$ cat config.mk
export PLATFORM = sky130hd
export DESIGN_NAME = stick_zone_servo_mapper_top_flat
export DESIGN_NICKNAME = d
export VERILOG_FILES = /design/src/rtl/core/szsm_pkg.sv /design/src/rtl/core/szsm_in_if.sv /design/src/rtl/core/szsm_out_if.sv /design/src/rtl/core/szsm_axis_track.sv /design/src/rtl/core/stick_zone_servo_mapper_top.sv /design/src/flat_wrapper.sv
export SDC_FILE = /design/constraint.sdc
export NUM_CORES = 1
export LEC_CHECK = 0
export ABC_CLOCK_PERIOD_IN_PS = 18200
export BUFFER_PORTS_ARGS = -buffer_cell sky130_fd_sc_hd__buf_2
export CAP_MARGIN = 15
export CORE_MARGIN = 3
export CORE_UTILIZATION = 35
export DETAILED_ROUTE_END_ITERATION = 10
export MAX_ROUTING_LAYER = met4
export PLACE_DENSITY = 0.49
export SYNTH_ARGS = -nofsm -noshare
export SYNTH_HDL_FRONTEND = slang
export SYNTH_SLANG_ARGS = --single-unit
$ cat constraint.sdc
create_clock -name clk -period 18.2 [get_ports clk]
set_input_delay 2.73 -clock clk [delete_from_list [all_inputs] [get_ports clk]]
set_output_delay 2.73 -clock clk [all_outputs]
set_load 0.01 [all_outputs]
$ cat src/rtl/core/szsm_pkg.sv
`timescale 1ns / 1ps
// ----------------------------------------------------------------------------
// szsm_pkg - stick zone servo mapper package
// Zone codes, servo width tables, register indexes and reset values shared
// by the mapper top level and its axis trackers.
// ----------------------------------------------------------------------------
package szsm_pkg;

  // Zone codes, bottom to top; NONE marks a reading sitting on a threshold
  typedef enum logic [2:0] {
    ZONE_BOTTOM = 3'd0,
    ZONE_LOW    = 3'd1,
    ZONE_CENTRE = 3'd2,
    ZONE_HIGH   = 3'd3,
    ZONE_TOP    = 3'd4,
    ZONE_NONE   = 3'd7
  } zone_t;

  // Command carried in the input word
  typedef enum logic {
    CMD_SAMPLE    = 1'b0,
    CMD_TRIM_TICK = 1'b1
  } cmd_t;

  // Configuration register indexes
  typedef enum logic [2:0] {
    REG_THR_VERY_HIGH = 3'd0,
    REG_THR_HIGH      = 3'd1,
    REG_THR_LOW       = 3'd2,
    REG_THR_VERY_LOW  = 3'd3,
    REG_MIN_WIDTH     = 3'd4,
    REG_MAX_WIDTH     = 3'd5,
    REG_TRIM_STEP     = 3'd6,
    REG_HOLD_SAMPLES  = 3'd7
  } cfg_reg_t;

  localparam int unsigned CFG_IDX_BITS  = 3;
  localparam int unsigned CFG_DATA_BITS = 12;
  localparam int unsigned WIDTH_BITS    = 12;
  localparam int unsigned TRIM_BITS     = 11;
  localparam int unsigned STEP_BITS     = 8;
  localparam int unsigned HOLD_BITS     = 8;

  // Register reset values
  localparam logic [11:0] THR_VERY_HIGH_RST = 12'd3808;
  localparam logic [11:0] THR_HIGH_RST      = 12'd2457;
  localparam logic [11:0] THR_LOW_RST       = 12'd1638;
  localparam logic [11:0] THR_VERY_LOW_RST  = 12'd41;
  localparam logic [11:0] MIN_WIDTH_RST     = 12'd1150;
  localparam logic [11:0] MAX_WIDTH_RST     = 12'd2350;
  localparam logic [7:0]  TRIM_STEP_RST     = 8'd32;
  localparam logic [7:0]  HOLD_SAMPLES_RST  = 8'd2;

  // Trim offset limits
  localparam logic signed [12:0] TRIM_MIN = -13'sd1024;
  localparam logic signed [12:0] TRIM_MAX = 13'sd1023;

  // The four zone thresholds
  typedef struct packed {
    logic [11:0] very_high;
    logic [11:0] high;
    logic [11:0] low;
    logic [11:0] very_low;
  } thresholds_t;

  // What an axis tracker reports for the word being accepted
  typedef struct packed {
    logic  take;   // run long enough: width takes the zone's value
    zone_t zone;   // zone of the current reading
  } axis_res_t;

  // Elevator pulse width per zone, microseconds
  function automatic logic [11:0] ele_zone_width(zone_t z);
    logic [11:0] w;
    case (z)
      ZONE_BOTTOM: w = 12'd1329;
      ZONE_LOW:    w = 12'd1437;
      ZONE_CENTRE: w = 12'd1545;
      ZONE_HIGH:   w = 12'd1771;
      ZONE_TOP:    w = 12'd1998;
      default:     w = 12'd1545;
    endcase
    return w;
  endfunction

  // Rudder pulse width per zone, microseconds
  function automatic logic [11:0] rud_zone_width(zone_t z);
    logic [11:0] w;
    case (z)
      ZONE_BOTTOM: w = 12'd2006;
      ZONE_LOW:    w = 12'd1868;
      ZONE_CENTRE: w = 12'd1730;
      ZONE_HIGH:   w = 12'd1544;
      ZONE_TOP:    w = 12'd1358;
      default:     w = 12'd1730;
    endcase
    return w;
  endfunction

endpackage

$ cat src/rtl/core/szsm_in_if.sv
`timescale 1ns / 1ps
// ----------------------------------------------------------------------------
// szsm_in_if - input word channel
// Valid/ready channel carrying a stick sample or a trim tick.
// ----------------------------------------------------------------------------
interface szsm_in_if #(
  parameter int STICK_BITS = 12
);
  logic                  valid;
  logic                  ready;
  logic                  cmd;
  logic [STICK_BITS-1:0] elevator_stick;
  logic [STICK_BITS-1:0] rudder_stick;
  logic                  trim_up_pressed;
  logic                  trim_down_pressed;

  modport source (
    output valid, cmd, elevator_stick, rudder_stick, trim_up_pressed, trim_down_pressed,
    input  ready
  );
  modport sink (
    input  valid, cmd, elevator_stick, rudder_stick, trim_up_pressed, trim_down_pressed,
    output ready
  );
endinterface

$ cat src/rtl/core/szsm_out_if.sv
`timescale 1ns / 1ps
// ----------------------------------------------------------------------------
// szsm_out_if - result word channel
// Valid/ready channel carrying servo widths, trim offset and lamps.
// ----------------------------------------------------------------------------
interface szsm_out_if;
  logic               valid;
  logic               ready;
  logic [11:0]        elevator_width_us;
  logic [11:0]        rudder_width_us;
  logic signed [10:0] trim_offset_us;
  logic               up_lamp;
  logic               down_lamp;

  modport source (
    output valid, elevator_width_us, rudder_width_us, trim_offset_us, up_lamp, down_lamp,
    input  ready
  );
  modport sink (
    input  valid, elevator_width_us, rudder_width_us, trim_offset_us, up_lamp, down_lamp,
    output ready
  );
endinterface

$ cat src/rtl/core/szsm_axis_track.sv
`timescale 1ns / 1ps
// ----------------------------------------------------------------------------
// szsm_axis_track - one stick axis zone tracker
// Sorts a reading into a zone by strict threshold compares, keeps the held
// zone and its run count, and flags when the run exceeds the hold count.
// ----------------------------------------------------------------------------
module szsm_axis_track import szsm_pkg::*; #(
  parameter int STICK_BITS = 12,
  parameter int RUN_BITS   = 8
) (
  input  logic                  clk,
  input  logic                  rst_n,
  input  logic                  en,
  input  logic [STICK_BITS-1:0] stick,
  input  thresholds_t           thr,
  input  logic [HOLD_BITS-1:0]  hold_samples,
  output axis_res_t             res
);

  localparam int CW = (STICK_BITS > 12) ? STICK_BITS : 12;
  localparam int RW = (RUN_BITS > HOLD_BITS) ? RUN_BITS : HOLD_BITS;

  zone_t               zone_r, zone_nxt, cur_zone;
  logic [RUN_BITS-1:0] run_r, run_nxt;
  logic [CW-1:0]       s, vh, hi, lo, vl;

  // classify the reading; a value on a threshold lands in no zone
  always_comb begin
    s  = CW'(stick);
    vh = CW'(thr.very_high);
    hi = CW'(thr.high);
    lo = CW'(thr.low);
    vl = CW'(thr.very_low);
    if (s > vh)                 cur_zone = ZONE_TOP;
    else if (s < vh && s > hi)  cur_zone = ZONE_HIGH;
    else if (s < hi && s > lo)  cur_zone = ZONE_CENTRE;
    else if (s < lo && s > vl)  cur_zone = ZONE_LOW;
    else if (s < vl)            cur_zone = ZONE_BOTTOM;
    else                        cur_zone = ZONE_NONE;
  end

  // run count: saturating repeat, restart at one on a new zone
  always_comb begin
    zone_nxt = zone_r;
    run_nxt  = run_r;
    if (cur_zone != ZONE_NONE) begin
      if (cur_zone == zone_r) begin
        if (run_r != {RUN_BITS{1'b1}}) run_nxt = run_r + 1'b1;
      end else begin
        zone_nxt = cur_zone;
        run_nxt  = RUN_BITS'(1);
      end
    end
    res.zone = cur_zone;
    res.take = (cur_zone != ZONE_NONE) && (RW'(run_nxt) > RW'(hold_samples));
  end

  always_ff @(posedge clk) begin
    if (!rst_n) begin
      zone_r <= ZONE_NONE;
      run_r  <= '0;
    end else if (en) begin
      zone_r <= zone_nxt;
      run_r  <= run_nxt;
    end
  end

endmodule

$ cat src/rtl/core/stick_zone_servo_mapper_top.sv
`timescale 1ns / 1ps
// ----------------------------------------------------------------------------
// stick_zone_servo_mapper_top - two-axis stick to servo width mapper
// Stick samples set elevator and rudder widths from held zones, with trim
// on the elevator and a min/max clamp; trim ticks move the trim and lamps.
// ----------------------------------------------------------------------------
// Channel   Dir  Handshake      Word
// in_ch     in   valid/ready    cmd, elevator/rudder stick, trim buttons
// out_ch    out  valid/ready    elevator/rudder width, trim offset, lamps
// cfg_*     in   write enable   register index, 12-bit data, no read-back
//
// One word per cycle: each word is finished in the cycle it is accepted and
// its result appears on out_ch the next cycle. The state registers are the
// result register; in_ch.ready is high while out_ch is empty or being taken,
// so a stalled result holds the state and throttles input. Reset is
// synchronous, with no clearing pass.
// ----------------------------------------------------------------------------
module stick_zone_servo_mapper_top import szsm_pkg::*; #(
  parameter int STICK_BITS = 12,
  parameter int RUN_BITS   = 8
) (
  input  logic                     clk,
  input  logic                     rst_n,
  szsm_in_if.sink                  in_ch,
  szsm_out_if.source               out_ch,
  input  logic                     cfg_we,
  input  logic [CFG_IDX_BITS-1:0]  cfg_index,
  input  logic [CFG_DATA_BITS-1:0] cfg_data
);

  // configuration registers
  thresholds_t           thr_r;
  logic [11:0]           min_width_r, max_width_r;
  logic [STEP_BITS-1:0]  trim_step_r;
  logic [HOLD_BITS-1:0]  hold_r;

  // mapper state, also the result word
  logic [11:0]           ele_width_r, ele_width_nxt;
  logic [11:0]           rud_width_r, rud_width_nxt;
  logic signed [10:0]    trim_r, trim_nxt;
  logic                  up_lamp_r, up_lamp_nxt;
  logic                  down_lamp_r, down_lamp_nxt;
  logic                  out_valid_r;

  logic                  accept, sample_en;
  axis_res_t             ele_res, rud_res;
  logic signed [13:0]    ele_raw, rud_raw;
  logic signed [12:0]    trim_a, trim_b, step_s;

  assign in_ch.ready = !out_valid_r || out_ch.ready;
  assign accept      = in_ch.valid && in_ch.ready;
  assign sample_en   = accept && (cmd_t'(in_ch.cmd) == CMD_SAMPLE);

  // clamp: lower bound first, upper bound last
  function automatic logic [11:0] clamp_width(logic signed [13:0] w,
                                              logic [11:0] lo, logic [11:0] hi);
    logic signed [13:0] t;
    t = w;
    if (t < $signed({2'b00, lo})) t = $signed({2'b00, lo});
    if (t > $signed({2'b00, hi})) t = $signed({2'b00, hi});
    return t[11:0];
  endfunction

  // register writes
  always_ff @(posedge clk) begin
    if (!rst_n) begin
      thr_r.very_high <= THR_VERY_HIGH_RST;
      thr_r.high      <= THR_HIGH_RST;
      thr_r.low       <= THR_LOW_RST;
      thr_r.very_low  <= THR_VERY_LOW_RST;
      min_width_r     <= MIN_WIDTH_RST;
      max_width_r     <= MAX_WIDTH_RST;
      trim_step_r     <= TRIM_STEP_RST;
      hold_r          <= HOLD_SAMPLES_RST;
    end else if (cfg_we) begin
      case (cfg_reg_t'(cfg_index))
        REG_THR_VERY_HIGH: thr_r.very_high <= cfg_data;
        REG_THR_HIGH:      thr_r.high      <= cfg_data;
        REG_THR_LOW:       thr_r.low       <= cfg_data;
        REG_THR_VERY_LOW:  thr_r.very_low  <= cfg_data;
        REG_MIN_WIDTH:     min_width_r     <= cfg_data;
        REG_MAX_WIDTH:     max_width_r     <= cfg_data;
        REG_TRIM_STEP:     trim_step_r     <= cfg_data[STEP_BITS-1:0];
        REG_HOLD_SAMPLES:  hold_r          <= cfg_data[HOLD_BITS-1:0];
        default: ;
      endcase
    end
  end

  // zone trackers, one per axis
  szsm_axis_track #(.STICK_BITS(STICK_BITS), .RUN_BITS(RUN_BITS)) u_ele_track (
    .clk          (clk),
    .rst_n        (rst_n),
    .en           (sample_en),
    .stick        (in_ch.elevator_stick),
    .thr          (thr_r),
    .hold_samples (hold_r),
    .res          (ele_res)
  );

  szsm_axis_track #(.STICK_BITS(STICK_BITS), .RUN_BITS(RUN_BITS)) u_rud_track (
    .clk          (clk),
    .rst_n        (rst_n),
    .en           (sample_en),
    .stick        (in_ch.rudder_stick),
    .thr          (thr_r),
    .hold_samples (hold_r),
    .res          (rud_res)
  );

  // widths: zone width (plus trim on elevator) or the held width, clamped
  always_comb begin
    if (ele_res.take)
      ele_raw = $signed({2'b00, ele_zone_width(ele_res.zone)}) + 14'(trim_r);
    else
      ele_raw = $signed({2'b00, ele_width_r});
    if (rud_res.take)
      rud_raw = $signed({2'b00, rud_zone_width(rud_res.zone)});
    else
      rud_raw = $signed({2'b00, rud_width_r});
  end

  // trim: up subtracts then down adds, each saturating
  always_comb begin
    step_s = $signed({5'b0, trim_step_r});
    trim_a = 13'(trim_r);
    if (in_ch.trim_up_pressed) begin
      trim_a = trim_a - step_s;
      if (trim_a < TRIM_MIN) trim_a = TRIM_MIN;
    end
    trim_b = trim_a;
    if (in_ch.trim_down_pressed) begin
      trim_b = trim_b + step_s;
      if (trim_b > TRIM_MAX) trim_b = TRIM_MAX;
    end
  end

  // next state per command
  always_comb begin
    ele_width_nxt = ele_width_r;
    rud_width_nxt = rud_width_r;
    trim_nxt      = trim_r;
    up_lamp_nxt   = up_lamp_r;
    down_lamp_nxt = down_lamp_r;
    case (cmd_t'(in_ch.cmd))
      CMD_SAMPLE: begin
        ele_width_nxt = clamp_width(ele_raw, min_width_r, max_width_r);
        rud_width_nxt = clamp_width(rud_raw, min_width_r, max_width_r);
      end
      CMD_TRIM_TICK: begin
        trim_nxt      = trim_b[10:0];
        up_lamp_nxt   = in_ch.trim_up_pressed;
        down_lamp_nxt = in_ch.trim_down_pressed;
      end
      default: ;
    endcase
  end

  always_ff @(posedge clk) begin
    if (!rst_n) begin
      ele_width_r <= '0;
      rud_width_r <= '0;
      trim_r      <= '0;
      up_lamp_r   <= 1'b0;
      down_lamp_r <= 1'b0;
      out_valid_r <= 1'b0;
    end else begin
      if (accept) begin
        ele_width_r <= ele_width_nxt;
        rud_width_r <= rud_width_nxt;
        trim_r      <= trim_nxt;
        up_lamp_r   <= up_lamp_nxt;
        down_lamp_r <= down_lamp_nxt;
        out_valid_r <= 1'b1;
      end else if (out_ch.ready) begin
        out_valid_r <= 1'b0;
      end
    end
  end

  assign out_ch.valid             = out_valid_r;
  assign out_ch.elevator_width_us = ele_width_r;
  assign out_ch.rudder_width_us   = rud_width_r;
  assign out_ch.trim_offset_us    = trim_r;
  assign out_ch.up_lamp           = up_lamp_r;
  assign out_ch.down_lamp         = down_lamp_r;

  // every accepted word yields a result the next cycle
  a_accept_gives_result: assert property (@(posedge clk) disable iff (!rst_n)
    accept |=> out_valid_r)
    else $error("accepted word gave no result");

  // a stick sample leaves trim and lamps alone
  a_sample_keeps_trim: assert property (@(posedge clk) disable iff (!rst_n)
    sample_en |=> ($stable(trim_r) && $stable(up_lamp_r) && $stable(down_lamp_r)))
    else $error("stick sample changed trim or lamps");

  // a trim tick leaves both widths alone
  a_tick_keeps_widths: assert property (@(posedge clk) disable iff (!rst_n)
    (accept && !sample_en) |=> ($stable(ele_width_r) && $stable(rud_width_r)))
    else $error("trim tick changed a servo width");

  // state only moves on an accepted word
  a_state_needs_accept: assert property (@(posedge clk) disable iff (!rst_n)
    !accept |=> ($stable(ele_width_r) && $stable(rud_width_r) && $stable(trim_r)))
    else $error("state moved without an accepted word");

endmodule

$ cat src/flat_wrapper.sv
// flat-port wrapper written by rule: the top's interface ports become plain ports
module stick_zone_servo_mapper_top_flat import szsm_pkg::*;
#(
  parameter int STICK_BITS = 12,
  parameter int RUN_BITS   = 8
)
  (clk, rst_n, cfg_we, cfg_index, cfg_data, in_ch_valid, in_ch_cmd, in_ch_elevator_stick, in_ch_rudder_stick, in_ch_trim_up_pressed, in_ch_trim_down_pressed, in_ch_ready, out_ch_valid, out_ch_elevator_width_us, out_ch_rudder_width_us, out_ch_trim_offset_us, out_ch_up_lamp, out_ch_down_lamp, out_ch_ready);
  szsm_in_if #(.STICK_BITS(STICK_BITS)) in_ch_i ();
  szsm_out_if out_ch_i ();
  input  logic clk;
  input  logic rst_n;
  input  logic cfg_we;
  input  logic [CFG_IDX_BITS-1:0] cfg_index;
  input  logic [CFG_DATA_BITS-1:0] cfg_data;
  input wire logic [$bits(in_ch_i.valid)-1:0] in_ch_valid;
  input wire logic [$bits(in_ch_i.cmd)-1:0] in_ch_cmd;
  input wire logic [$bits(in_ch_i.elevator_stick)-1:0] in_ch_elevator_stick;
  input wire logic [$bits(in_ch_i.rudder_stick)-1:0] in_ch_rudder_stick;
  input wire logic [$bits(in_ch_i.trim_up_pressed)-1:0] in_ch_trim_up_pressed;
  input wire logic [$bits(in_ch_i.trim_down_pressed)-1:0] in_ch_trim_down_pressed;
  output wire logic [$bits(in_ch_i.ready)-1:0] in_ch_ready;
  output wire logic [$bits(out_ch_i.valid)-1:0] out_ch_valid;
  output wire logic [$bits(out_ch_i.elevator_width_us)-1:0] out_ch_elevator_width_us;
  output wire logic [$bits(out_ch_i.rudder_width_us)-1:0] out_ch_rudder_width_us;
  output wire logic [$bits(out_ch_i.trim_offset_us)-1:0] out_ch_trim_offset_us;
  output wire logic [$bits(out_ch_i.up_lamp)-1:0] out_ch_up_lamp;
  output wire logic [$bits(out_ch_i.down_lamp)-1:0] out_ch_down_lamp;
  input wire logic [$bits(out_ch_i.ready)-1:0] out_ch_ready;
  assign in_ch_i.valid = in_ch_valid;
  assign in_ch_i.cmd = in_ch_cmd;
  assign in_ch_i.elevator_stick = in_ch_elevator_stick;
  assign in_ch_i.rudder_stick = in_ch_rudder_stick;
  assign in_ch_i.trim_up_pressed = in_ch_trim_up_pressed;
  assign in_ch_i.trim_down_pressed = in_ch_trim_down_pressed;
  assign in_ch_ready = in_ch_i.ready;
  assign out_ch_valid = out_ch_i.valid;
  assign out_ch_elevator_width_us = out_ch_i.elevator_width_us;
  assign out_ch_rudder_width_us = out_ch_i.rudder_width_us;
  assign out_ch_trim_offset_us = out_ch_i.trim_offset_us;
  assign out_ch_up_lamp = out_ch_i.up_lamp;
  assign out_ch_down_lamp = out_ch_i.down_lamp;
  assign out_ch_i.ready = out_ch_ready;
  stick_zone_servo_mapper_top #(.STICK_BITS(STICK_BITS), .RUN_BITS(RUN_BITS)) u_core (.clk(clk), .rst_n(rst_n), .in_ch(in_ch_i), .out_ch(out_ch_i), .cfg_we(cfg_we), .cfg_index(cfg_index), .cfg_data(cfg_data));
endmodule
## Word level (Yosys, flattened, before mapping)

Index checks and enable logic that the tools add are counted.

- $add $sub $neg: 5
- Order comparisons: 24
- Eq/ne operators: 19
- Muxes and demuxes: 33
- Bitwise logic cells: 3
- Reductions and logical operators: 28

Operator list:

| kind | number |
|---|---|
| $lt A12 B12 Y1 | 9 |
| $gt A12 B12 Y1 | 8 |
| $pmux W10 S4 | 2 |
| $mux W12 | 5 |
| $mux W14 | 4 |
| $mux W8 | 6 |
| $mux W3 | 10 |
| $gt A14 B13 Y1 | 2 |
| $mux W13 | 2 |
| $mux W11 | 2 |
| $reduce_and A2 Y1 | 10 |
| $eq A3 B3 Y1 const B | 6 |
| $add A8 B1 Y8 const B | 2 |
| $gt A8 B8 Y1 | 2 |
| $ne A8 B8 Y1 const B | 2 |
| $add A13 B11 Y14 | 1 |
| $lt A14 B13 Y1 | 1 |
| $add A13 B9 Y13 | 1 |
| $gt A13 B11 Y1 const B | 1 |
| $lt A13 B11 Y1 const B | 1 |
| $eq A3 B2 Y1 const B | 4 |
| $sub A11 B9 Y12 | 1 |
| $logic_and A1 B1 Y1 | 10 |
| $eq A3 B1 Y1 const B | 3 |
| other kinds (9) | 17 |

- Register bits after elaboration: 148
- Output and inout bits: 39
- Logic and storage cells: 130

## Longest topological paths before layout

Gate-level depths: netlist (run 1).

- Depth after elaboration: 19
- Mapped depth: 45

## Modules after synthesis

Synthesis (run 1) repeated with hierarchy kept, for this count alone.

- Cells, all modules: 1693
- Area, all modules: 12792.3 µm²

Modules (own cells, without submodules):

| module | instances | cells each | area an instance (µm²) | seq. area each (µm²) |
|---|---|---|---|---|
| stick_zone_servo_mapper_top | 1 | 1099 | 8277.9 | 2522.4 |
| szsm_axis_track | 2 | 297 | 2257.2 | 220.2 |

## Worst setup path after synthesis (run 1)

OpenSTA, ideal clock, no wires.

- Kind: input to register
- Start point: in in_ch_elevator_stick[3]
- End point: reg u_core.ele_width_r[10], in the netlist u_core.out_ch.elevator_width_us[10]
- Arrival: 10.994 ns
- Data required time: 18.082 ns
- Path slack: 7.089 ns
- Stages on the path: 42
- Buffers on the path: 4
- Cell sequence: ha_1 -> a21oi_1 -> a311oi_1 -> a2111oi_0 -> a32oi_1 -> a211oi_1 -> o311ai_0 -> a2111oi_0 -> buf_2 -> nor2_1 -> nor2_1 -> ha_1 -> nor2b_1 -> o21a_1 -> o21a_1 -> o21bai_1 -> a21oi_1 -> o21ai_1 -> [... 6 more ...] -> nand2b_1 -> a221oi_1 -> o21ai_0 -> nor2_1 -> ha_1 -> clkbuf_1 -> clkbuf_1 -> mux2_2 -> ha_1 -> nor2b_1 -> o21a_1 -> o21a_1 -> o21a_1 -> o21ai_0 -> a21oi_1 -> o21ai_1 -> o2111ai_1 -> o2111a_1

- Cells in the longest elaborated chain, start to end: 17
- Elaborated cells between the ends (all ways): 35
- Those cells by class: add/sub: 1; order compare: 11; eq/ne: 5; mux: 13; reduce/logical: 5

Ends and longest elaborated chain:

| item | RTL line | RTL |
|---|---|---|
| start, declared | flat_wrapper.sv:17 | `input wire logic [$bits(in_ch_i.elevator_stick)-1:0] in_ch_elevator_stick;` |
| $lt A12 B12 Y1 (tied with other cells) | szsm_axis_track.sv:38 | `else if (s < vl) cur_zone = ZONE_BOTTOM;` |
| $mux W3 / $logic_and A1 B1 Y1 (equally long branches) | szsm_axis_track.sv:38, szsm_axis_track.sv:37 |  |
| $mux W3 | szsm_axis_track.sv:37 | `else if (s < lo && s > vl) cur_zone = ZONE_LOW;` |
| $mux W3 | szsm_axis_track.sv:36 | `else if (s < hi && s > lo) cur_zone = ZONE_CENTRE;` |
| $mux W3 | szsm_axis_track.sv:35 | `else if (s < vh && s > hi) cur_zone = ZONE_HIGH;` |
| $mux W3 * | szsm_axis_track.sv:34 | `if (s > vh) cur_zone = ZONE_TOP;` |
| $eq A3 B3 Y1 | szsm_axis_track.sv:47 | `if (cur_zone == zone_r) begin` |
| $mux W8 | szsm_axis_track.sv:47 |  |
| [... 1 more ...] | - |  |
| named net u_core.u_ele_track.run_nxt[1] | szsm_axis_track.sv:24 | `logic [RUN_BITS-1:0] run_r, run_nxt;` |
| $gt A8 B8 Y1 * | szsm_axis_track.sv:55 | `res.take = (cur_zone != ZONE_NONE) && (RW'(run_nxt) > RW'(hold_samples));` |
| $logic_and A1 B1 Y1 * | szsm_axis_track.sv:55 |  |
| $mux W14 * | stick_zone_servo_mapper_top.sv:113 | `if (ele_res.take)` |
| $lt A14 B13 Y1 | stick_zone_servo_mapper_top.sv:59 | `if (t < $signed({2'b00, lo})) t = $signed({2'b00, lo});` |
| $mux W14 * | stick_zone_servo_mapper_top.sv:59 |  |
| $mux W14 * | stick_zone_servo_mapper_top.sv:145 | `case (cmd_t'(in_ch.cmd))` |
| $gt A14 B13 Y1 | stick_zone_servo_mapper_top.sv:60 | `if (t > $signed({2'b00, hi})) t = $signed({2'b00, hi});` |
| $mux W12 * | stick_zone_servo_mapper_top.sv:60 |  |
| end signal, assigned | stick_zone_servo_mapper_top.sv:169 | `ele_width_r <= ele_width_nxt;` |
| end, declared | stick_zone_servo_mapper_top.sv:38 | `logic [11:0] ele_width_r, ele_width_nxt;` |

The timed path passes the listed nets; every way through them passes the cells marked *. The select of a mux whose other input is x is not followed.
A chain may end at the register's enable or synchronous reset.

## Worst setup path in the final report (run 1)

Ends and elaborated chain as after synthesis.

==> reports/metrics.yaml, run 1 <==
status: "complete, no violations"
ios: 86
place_congestion: 0.959
power.leakage_uw: 0.00583
ys.flop_type: "dfxtp_1"
worst-setup-path-type: "in -> reg"
syn_nets: 1769
post_dp_cell_area_um2: 12900
rows: 67
cts_made_buffers: 17
maxClockFrequency_ghz: 0.0809
rsz0062_at_grt: "false"
cts_hold_buffers: 0
synthCells: 1532
synth_area_um2: 12000
hold_class: "reg -> reg"
fin_area_um2: 13500
die_w_um: 191
clockBufferDepth: 2
report.final.slew_viol_count: 0
skew_ns: 0.00853
cts_resized: 0
max-slew-margin-rel_pct: 32.5
setup-tns-final_ns: 0
die_area_um2: 36600
setup_viol: 0
initial_core_util_pct: 35.7
peakVddDrop_mv: 0.0891
drt.antenna.violating_nets: 0
final_cell_mix: "nand2_1, ha_1, a21oi_1, dfxtp_1, inv_1"
synth-seq-cells: 148
clkSinkCount: 148
crit_path_start_kind: "primary input"
crit_arrival_ns: 12.70
drv_cap: 0
grt_pass1_wl_um: 66800
worst_hold_slack_ns: 0.454
total_power_uw: 1010
dr_total_vias: 11600
drt-initial-drc-count: 856
ys_seq_area_share_pct: 24.6
synthArstFlopShare_pct: 0
firstDrtPassIters: 5
wl_per_cell_um: 20.9
viasPerCell: 5.65
worstPathRequired_ns: 18.54
grt_use_total_pct: 24.4
syn_to_final_growth_pct: 12.2
synth_cell_types: 77
diodes: 0
postSynthAreaPerCell_um2: 7.86
synth-edff-count: 0
portBuffers: 85
period_needed_ns: 12.37
first_global_vias: 11100
grt_max_degree: 52
coreArea_um2: 33700
yosys_warnings: 0
insertion_delay_ns: 0.44
cp_slowest_stage_delay_ns: 0.82
dpl.hpwl_um: 33300
n_fill_cell: 3530
finalCritPeriodShare_pct: 67.9
dieHeight_um: 191
path_clk_slew_ns: 0.07
drt-total-wl_um: 43000
dp.cells: 2020
worst_pin_slew_ns: 1.01
crit_slowest_cell: "a2111oi_0"
finalNonFillerCells: 2052
grt_antenna_before_repair: 0
cts_max_level: 4
overflow: 0
cts_tree: "yes"
p_per_area_nw_per_um2: 74.9
num-nets-final: 1828
drc: 0
drive_gt1_share_pct: 11.5
post_cts_buffers: 0
cts-root-buf: "clkbuf_16"
cp_max_fo: 20
layout_commonest_cell: "nand2_1"
hold_viol_final: 0
worstSetupEndpointType: "register"
==> sequential cells by signal, summed over array words and instances (netlist names), 3 cells and up <==
signal                           flops
u_core.u_ele_track.zone_r            3
u_core.hold_r                        8
u_core.u_rud_track.run_r             8
u_core.max_width_r                  12
u_core.out_ch.rudder_width_us       12
u_core.trim_step_r                   8
u_core.out_ch.elevator_width_us     12
u_core.min_width_r                  12
u_core.thr_r                        48
u_core.u_ele_track.run_r             8
u_core.u_rud_track.zone_r            3
u_core.out_ch.trim_offset_us        11
==> area by class of cell <==
class                   instances  area, um^2  area share [%]
clock buffers                  18         429            3.18
clock inverters                14         154            1.14
inverters                     121         454            3.36
multi-input cells            1203        8410            62.2
flip-flops and latches        148        2960            21.9
well taps                     448         561            4.15
repair buffers                100         538            3.98
==> power by group <==
part           switching, uW  total (uW)  internal [uW]
combinational            181         293            112
sequential              14.4         351            337
clock                    163         367            204
total                    358        1010            653
==> stage by stage <==
stage                     utilization [%]  setup WS [ns]
after floorplan                         -           7.09
after global placement               38.3           5.25
after detailed placement             38.3           5.44
after CTS                            40.1           5.88
after global routing                 40.1           5.05
final                                40.1           5.83
==> cell usage after synthesis, types with 5 or more instances <==
master    count  area share (%)
a211o_1       5            0.36
a211oi_1     11            0.69
a21boi_0      6            0.37
a21o_1       26             1.6
a21oi_1     148             6.2
a31oi_1      12            0.62
a32o_1        6            0.50
a32oi_1       6            0.44
and3_1       17            0.88
and4_1        6            0.44
buf_1        10            0.31
clkbuf_1     40             1.2
clkbuf_2      6            0.25
dfxtp_1     148              25
ha_1        187              19
inv_1       121             3.8
mux2_2       30             2.8
mux2i_1       6            0.50
nand2_1     228             7.1
nand2b_1     18            0.94
nand3_1      58             2.4
nand4_1      28             1.5
nand4b_1      7            0.51
nor2_1       69             2.2
nor2b_1      21             1.1
nor3_1       27             1.1
o211ai_1     44             2.7
o21a_1       23             1.4
o21ai_0      50             2.1
o21ai_1       6            0.25
o21bai_1      5            0.31
o221ai_1      8            0.58
o22ai_1       8            0.42
o41ai_1       5            0.36
or2_2         6            0.31
or3_1         6            0.31
or4_1         7            0.44
xnor2_1      20             1.5
xor2_1       15             1.1
==> worst max-delay path: cells and delay by family <==
family,cells,cell delay [ns]
buffers and inverters,3,0.65
adder cells (fa/ha/maj),5,1.80
multiplexers,2,0.82
AND/OR/NAND/NOR,7,0.75
AO/OA/AOI/OAI,24,5.92
==> worst paths after layout <==
path,endpoint,depth (start not counted),slack [ns],startpoint
worst max-delay path,u_core.out_ch.elevator_width_us[10],41,5.83,in_ch_elevator_stick[3]
worst min-delay path,u_core.out_ch.up_lamp,2,0.45,u_core.out_ch.up_lamp
worst max register to register,u_core.out_ch.elevator_width_us[10],41,7.86,u_core.thr_r[15]
worst min register to register,u_core.out_ch.up_lamp,2,0.45,u_core.out_ch.up_lamp
==> logic make-up (layout without fill, tap and decap cells) <==
| group | Yosys count | count (layout) | synth area share (%) |
|---|---|---|---|
| muxes | 39 | 39 | 3.61 |
| buffers and inverters | 181 | 253 | 5.75 |
| adders and majority gates | 190 | 190 | 19.9 |
| xor gates and xnor gates | 35 | 35 | 2.55 |
| DFF | 148 | 148 | 24.6 |
| and+or+nand+nor | 516 | 516 | 20.3 |
| AOI/OAI and AO/OA | 422 | 422 | 23.2 |
| other | 1 | 1 | 0.0312 |
==> metal layers <==
metal  global-route usage [%]  vias to the layer above  routed length [um]
li1                         -                     5693                   -
met1                     32.9                     5517               20600
met2                     38.8                      354               19500
met3                     3.89                       34                2240
met4                     4.77                        0                 603
met5                        -                        -                   0
No activity file was read; power rests on OpenSTA's default activity.
==> run 2, diff against run 1 <==
--- a/config.mk
+++ b/config.mk
@@ -5,7 +5,7 @@
 export SDC_FILE = /design/constraint.sdc
 export NUM_CORES = 1
 export LEC_CHECK = 0
-export ABC_CLOCK_PERIOD_IN_PS = 18200
+export ABC_CLOCK_PERIOD_IN_PS = 11700
 export BUFFER_PORTS_ARGS = -buffer_cell sky130_fd_sc_hd__buf_2
 export CAP_MARGIN = 15
 export CORE_MARGIN = 3
==> constraint.sdc (replaced) <==
create_clock -name clk -period 11.7 [get_ports clk]
set_input_delay 1.755 -clock clk [delete_from_list [all_inputs] [get_ports clk]]
set_output_delay 1.755 -clock clk [all_outputs]
set_load 0.01 [all_outputs]
==> run 2 against run 1 <==
  * Design area grew 0.37%
  * Count of clock-buffer cells in the layout grew 1
  * Non-clock buffer count grew 6
  * Power grew 56%
  * Global-route usage shrank 0.46 points
  * Hold slack gained 0.00085 ns
  * Combinational power grew 57%
  * Register-to-register slack lost 5.8 ns
  * Core utilization grew 0.15 points
  * Clock skew grew 0.0038 ns
  * Critical path depth shrank 1
  * Final cell count grew 0.29%
==> reports/metrics.yaml, run 2 (same netlist as run 1, synthesis figures left out) <==
grt_max_degree: 51  # -1.9%
multi_input_area_um2: 8400  # about the same
total_power_uw: 1580  # +56%
rrSetupSlack_ns: 2.03  # -5.83 ns
insertion_delay_ns: 0.44  # about the same
post_dp_cell_area_um2: 13000  # +0.32%
grt_use_total_pct: 23.9  # -0.46 points
dr_total_vias: 11400  # -2.1%
period_needed_ns: 10.72
crit_arrival_ns: 11.06  # -1.64 ns
drive_gt1_share_pct: 11.9  # +0.39 points
cp_slowest_stage_delay_ns: 0.74  # -0.08 ns
portBuffers: 85  # unchanged
cts_made_buffers: 17  # unchanged
first_global_vias: 10900  # -1.6%
largest_reg_flops: 48  # unchanged
max-slew-margin-rel_pct: 28.6  # -3.9 points
rsz0062_at_grt: "false"
drc: 0  # unchanged
hold_class: "reg -> reg"
largest_register: "u_core.thr_r"
ios: 86  # unchanged
cp_max_fo: 11  # -45%
post_cts_buffers: 0  # unchanged
coreArea_um2: 33700  # unchanged
setup_viol: 0  # unchanged
die_area_um2: 36600  # unchanged
status: "complete, no violations"
die_w_um: 191  # unchanged
fin_area_um2: 13600  # +0.37%
final_cell_mix: "nand2_1, ha_1, a21oi_1, dfxtp_1, inv_1"
dp.cells: 2026  # +0.30%
dpl_worst_slack_ns: 0.577  # -4.86 ns
place_congestion: 0.956  # -0.34%
wl_per_cell_um: 20.6  # -1.7%
n_fill_cell: 3563  # +0.93%
path_clk_slew_ns: 0.07  # about the same
dieHeight_um: 191  # unchanged
worstSetupEndpointType: "register"
worstPathRequired_ns: 12.04  # -6.50 ns
worst-setup-path-type: "in -> reg"
cts_resized: 0  # unchanged
rows: 67  # unchanged
initial_core_util_pct: 35.7  # unchanged
grt_pass1_wl_um: 64700  # -3.3%
dpl.hpwl_um: 33300  # about the same
viasPerCell: 5.52  # -2.4%
power.leakage_uw: 0.00585  # +0.42%
drt.antenna.violating_nets: 0  # unchanged
finalCritPeriodShare_pct: 91.7
cts_max_level: 4  # unchanged
drt-total-wl_um: 42400  # -1.4%
cts_tree: "yes"
finalNonFillerCells: 2058  # +0.29%
worst_pin_slew_ns: 1.06  # +0.0512 ns
drt-initial-drc-count: 793  # -7.4%
maxClockFrequency_ghz: 0.0932
peakVddDrop_mv: 0.111  # +25%
crit_path_start_kind: "primary input"
drv_cap: 0  # unchanged
layout_commonest_cell: "nand2_1"
cts-root-buf: "clkbuf_16"
grt_antenna_before_repair: 0  # unchanged
setup-tns-final_ns: 0  # unchanged
firstDrtPassIters: 7  # +2
hold_viol_final: 0  # unchanged
syn_to_final_growth_pct: 12.6
cts_hold_buffers: 0  # unchanged
overflow: 0  # unchanged
crit_slowest_cell: "a2111oi_0"
report.final.slew_viol_count: 0  # unchanged
clockBufferDepth: 2  # unchanged
skew_ns: 0.0123  # +0.00376 ns
clkSinkCount: 148  # unchanged
final-seq-area_um2: 2960  # unchanged
num-nets-final: 1834  # +0.33%
p_per_area_nw_per_um2: 117  # +56%
diodes: 0  # unchanged
setup_ws_ns: 0.975  # -4.86 ns
==> run 2: cell types whose count changed in the layout (fill, tap and decap cells not counted), sizes merged <==
cell | previous run | this run
clkinvlp | 2 | 3
clkbuf | 18 | 19
inv | 125 | 124
clkinv | 6 | 5
buf | 100 | 106
==> run 2: report_power, final <==
part / switching [uW] / internal [uW] / total (uW)
Sequential: 22.1 / 524 / 546
Combinational: 281 / 178 / 459
Clock: 252 / 323 / 575
Total: 555 / 1020 / 1580
==> run 2: layout make-up <==
| cell class | count | share of cell area, % |
|---|---|---|
| Inverter | 121 | 3.35 |
| Tap cell | 448 | 4.14 |
| Clock inverter | 13 | 1.10 |
| Clock buffer | 19 | 3.27 |
| Sequential cell | 148 | 21.9 |
| Timing Repair Buffer | 106 | 4.30 |
| Multi-Input combinational cell | 1203 | 62.0 |
==> run 2: path summary, 6_finish.rpt <==
path	start	endpoint	cells after the start
worst max-delay path	in_ch_elevator_stick[7]	u_core.out_ch.elevator_width_us[10]	40
worst min-delay path	u_core.hold_r[4]	u_core.hold_r[4]	2
worst max register to register	u_core.thr_r[19]	u_core.out_ch.elevator_width_us[10]	40
worst min register to register	u_core.hold_r[4]	u_core.hold_r[4]	2
==> run 2: routing by layer <==
| layer | share of wire (%) | vias to the layer above | track usage, % |
|---|---|---|---|
| li1 | - | 5725 | - |
| met3 | 4.3 | 68 | 3.65 |
| met1 | 48 | 5292 | 31.4 |
| met5 | 0 | - | - |
| met2 | 45 | 268 | 37.7 |
| met4 | 3.2 | 0 | 8.02 |
==> run 2: through the flow <==
stage | util [%] | hold slack [ns]
final | 40.2 | 0.454
after global routing | 40.2 | 0.473
after CTS | 40.2 | 0.457
after detailed placement | 38.5 | 0.447
after global placement | 38.5 | 0.443
after floorplan | - | 0.436
==> run 2: critical path, delay by kind of cell <==
family,cells,cell delay [ns]
AND/OR/NAND/NOR,7,0.76
buffers and inverters,2,0.36
multiplexers,2,0.85
adder cells (fa/ha/maj),5,1.50
AO/OA/AOI/OAI,24,5.85
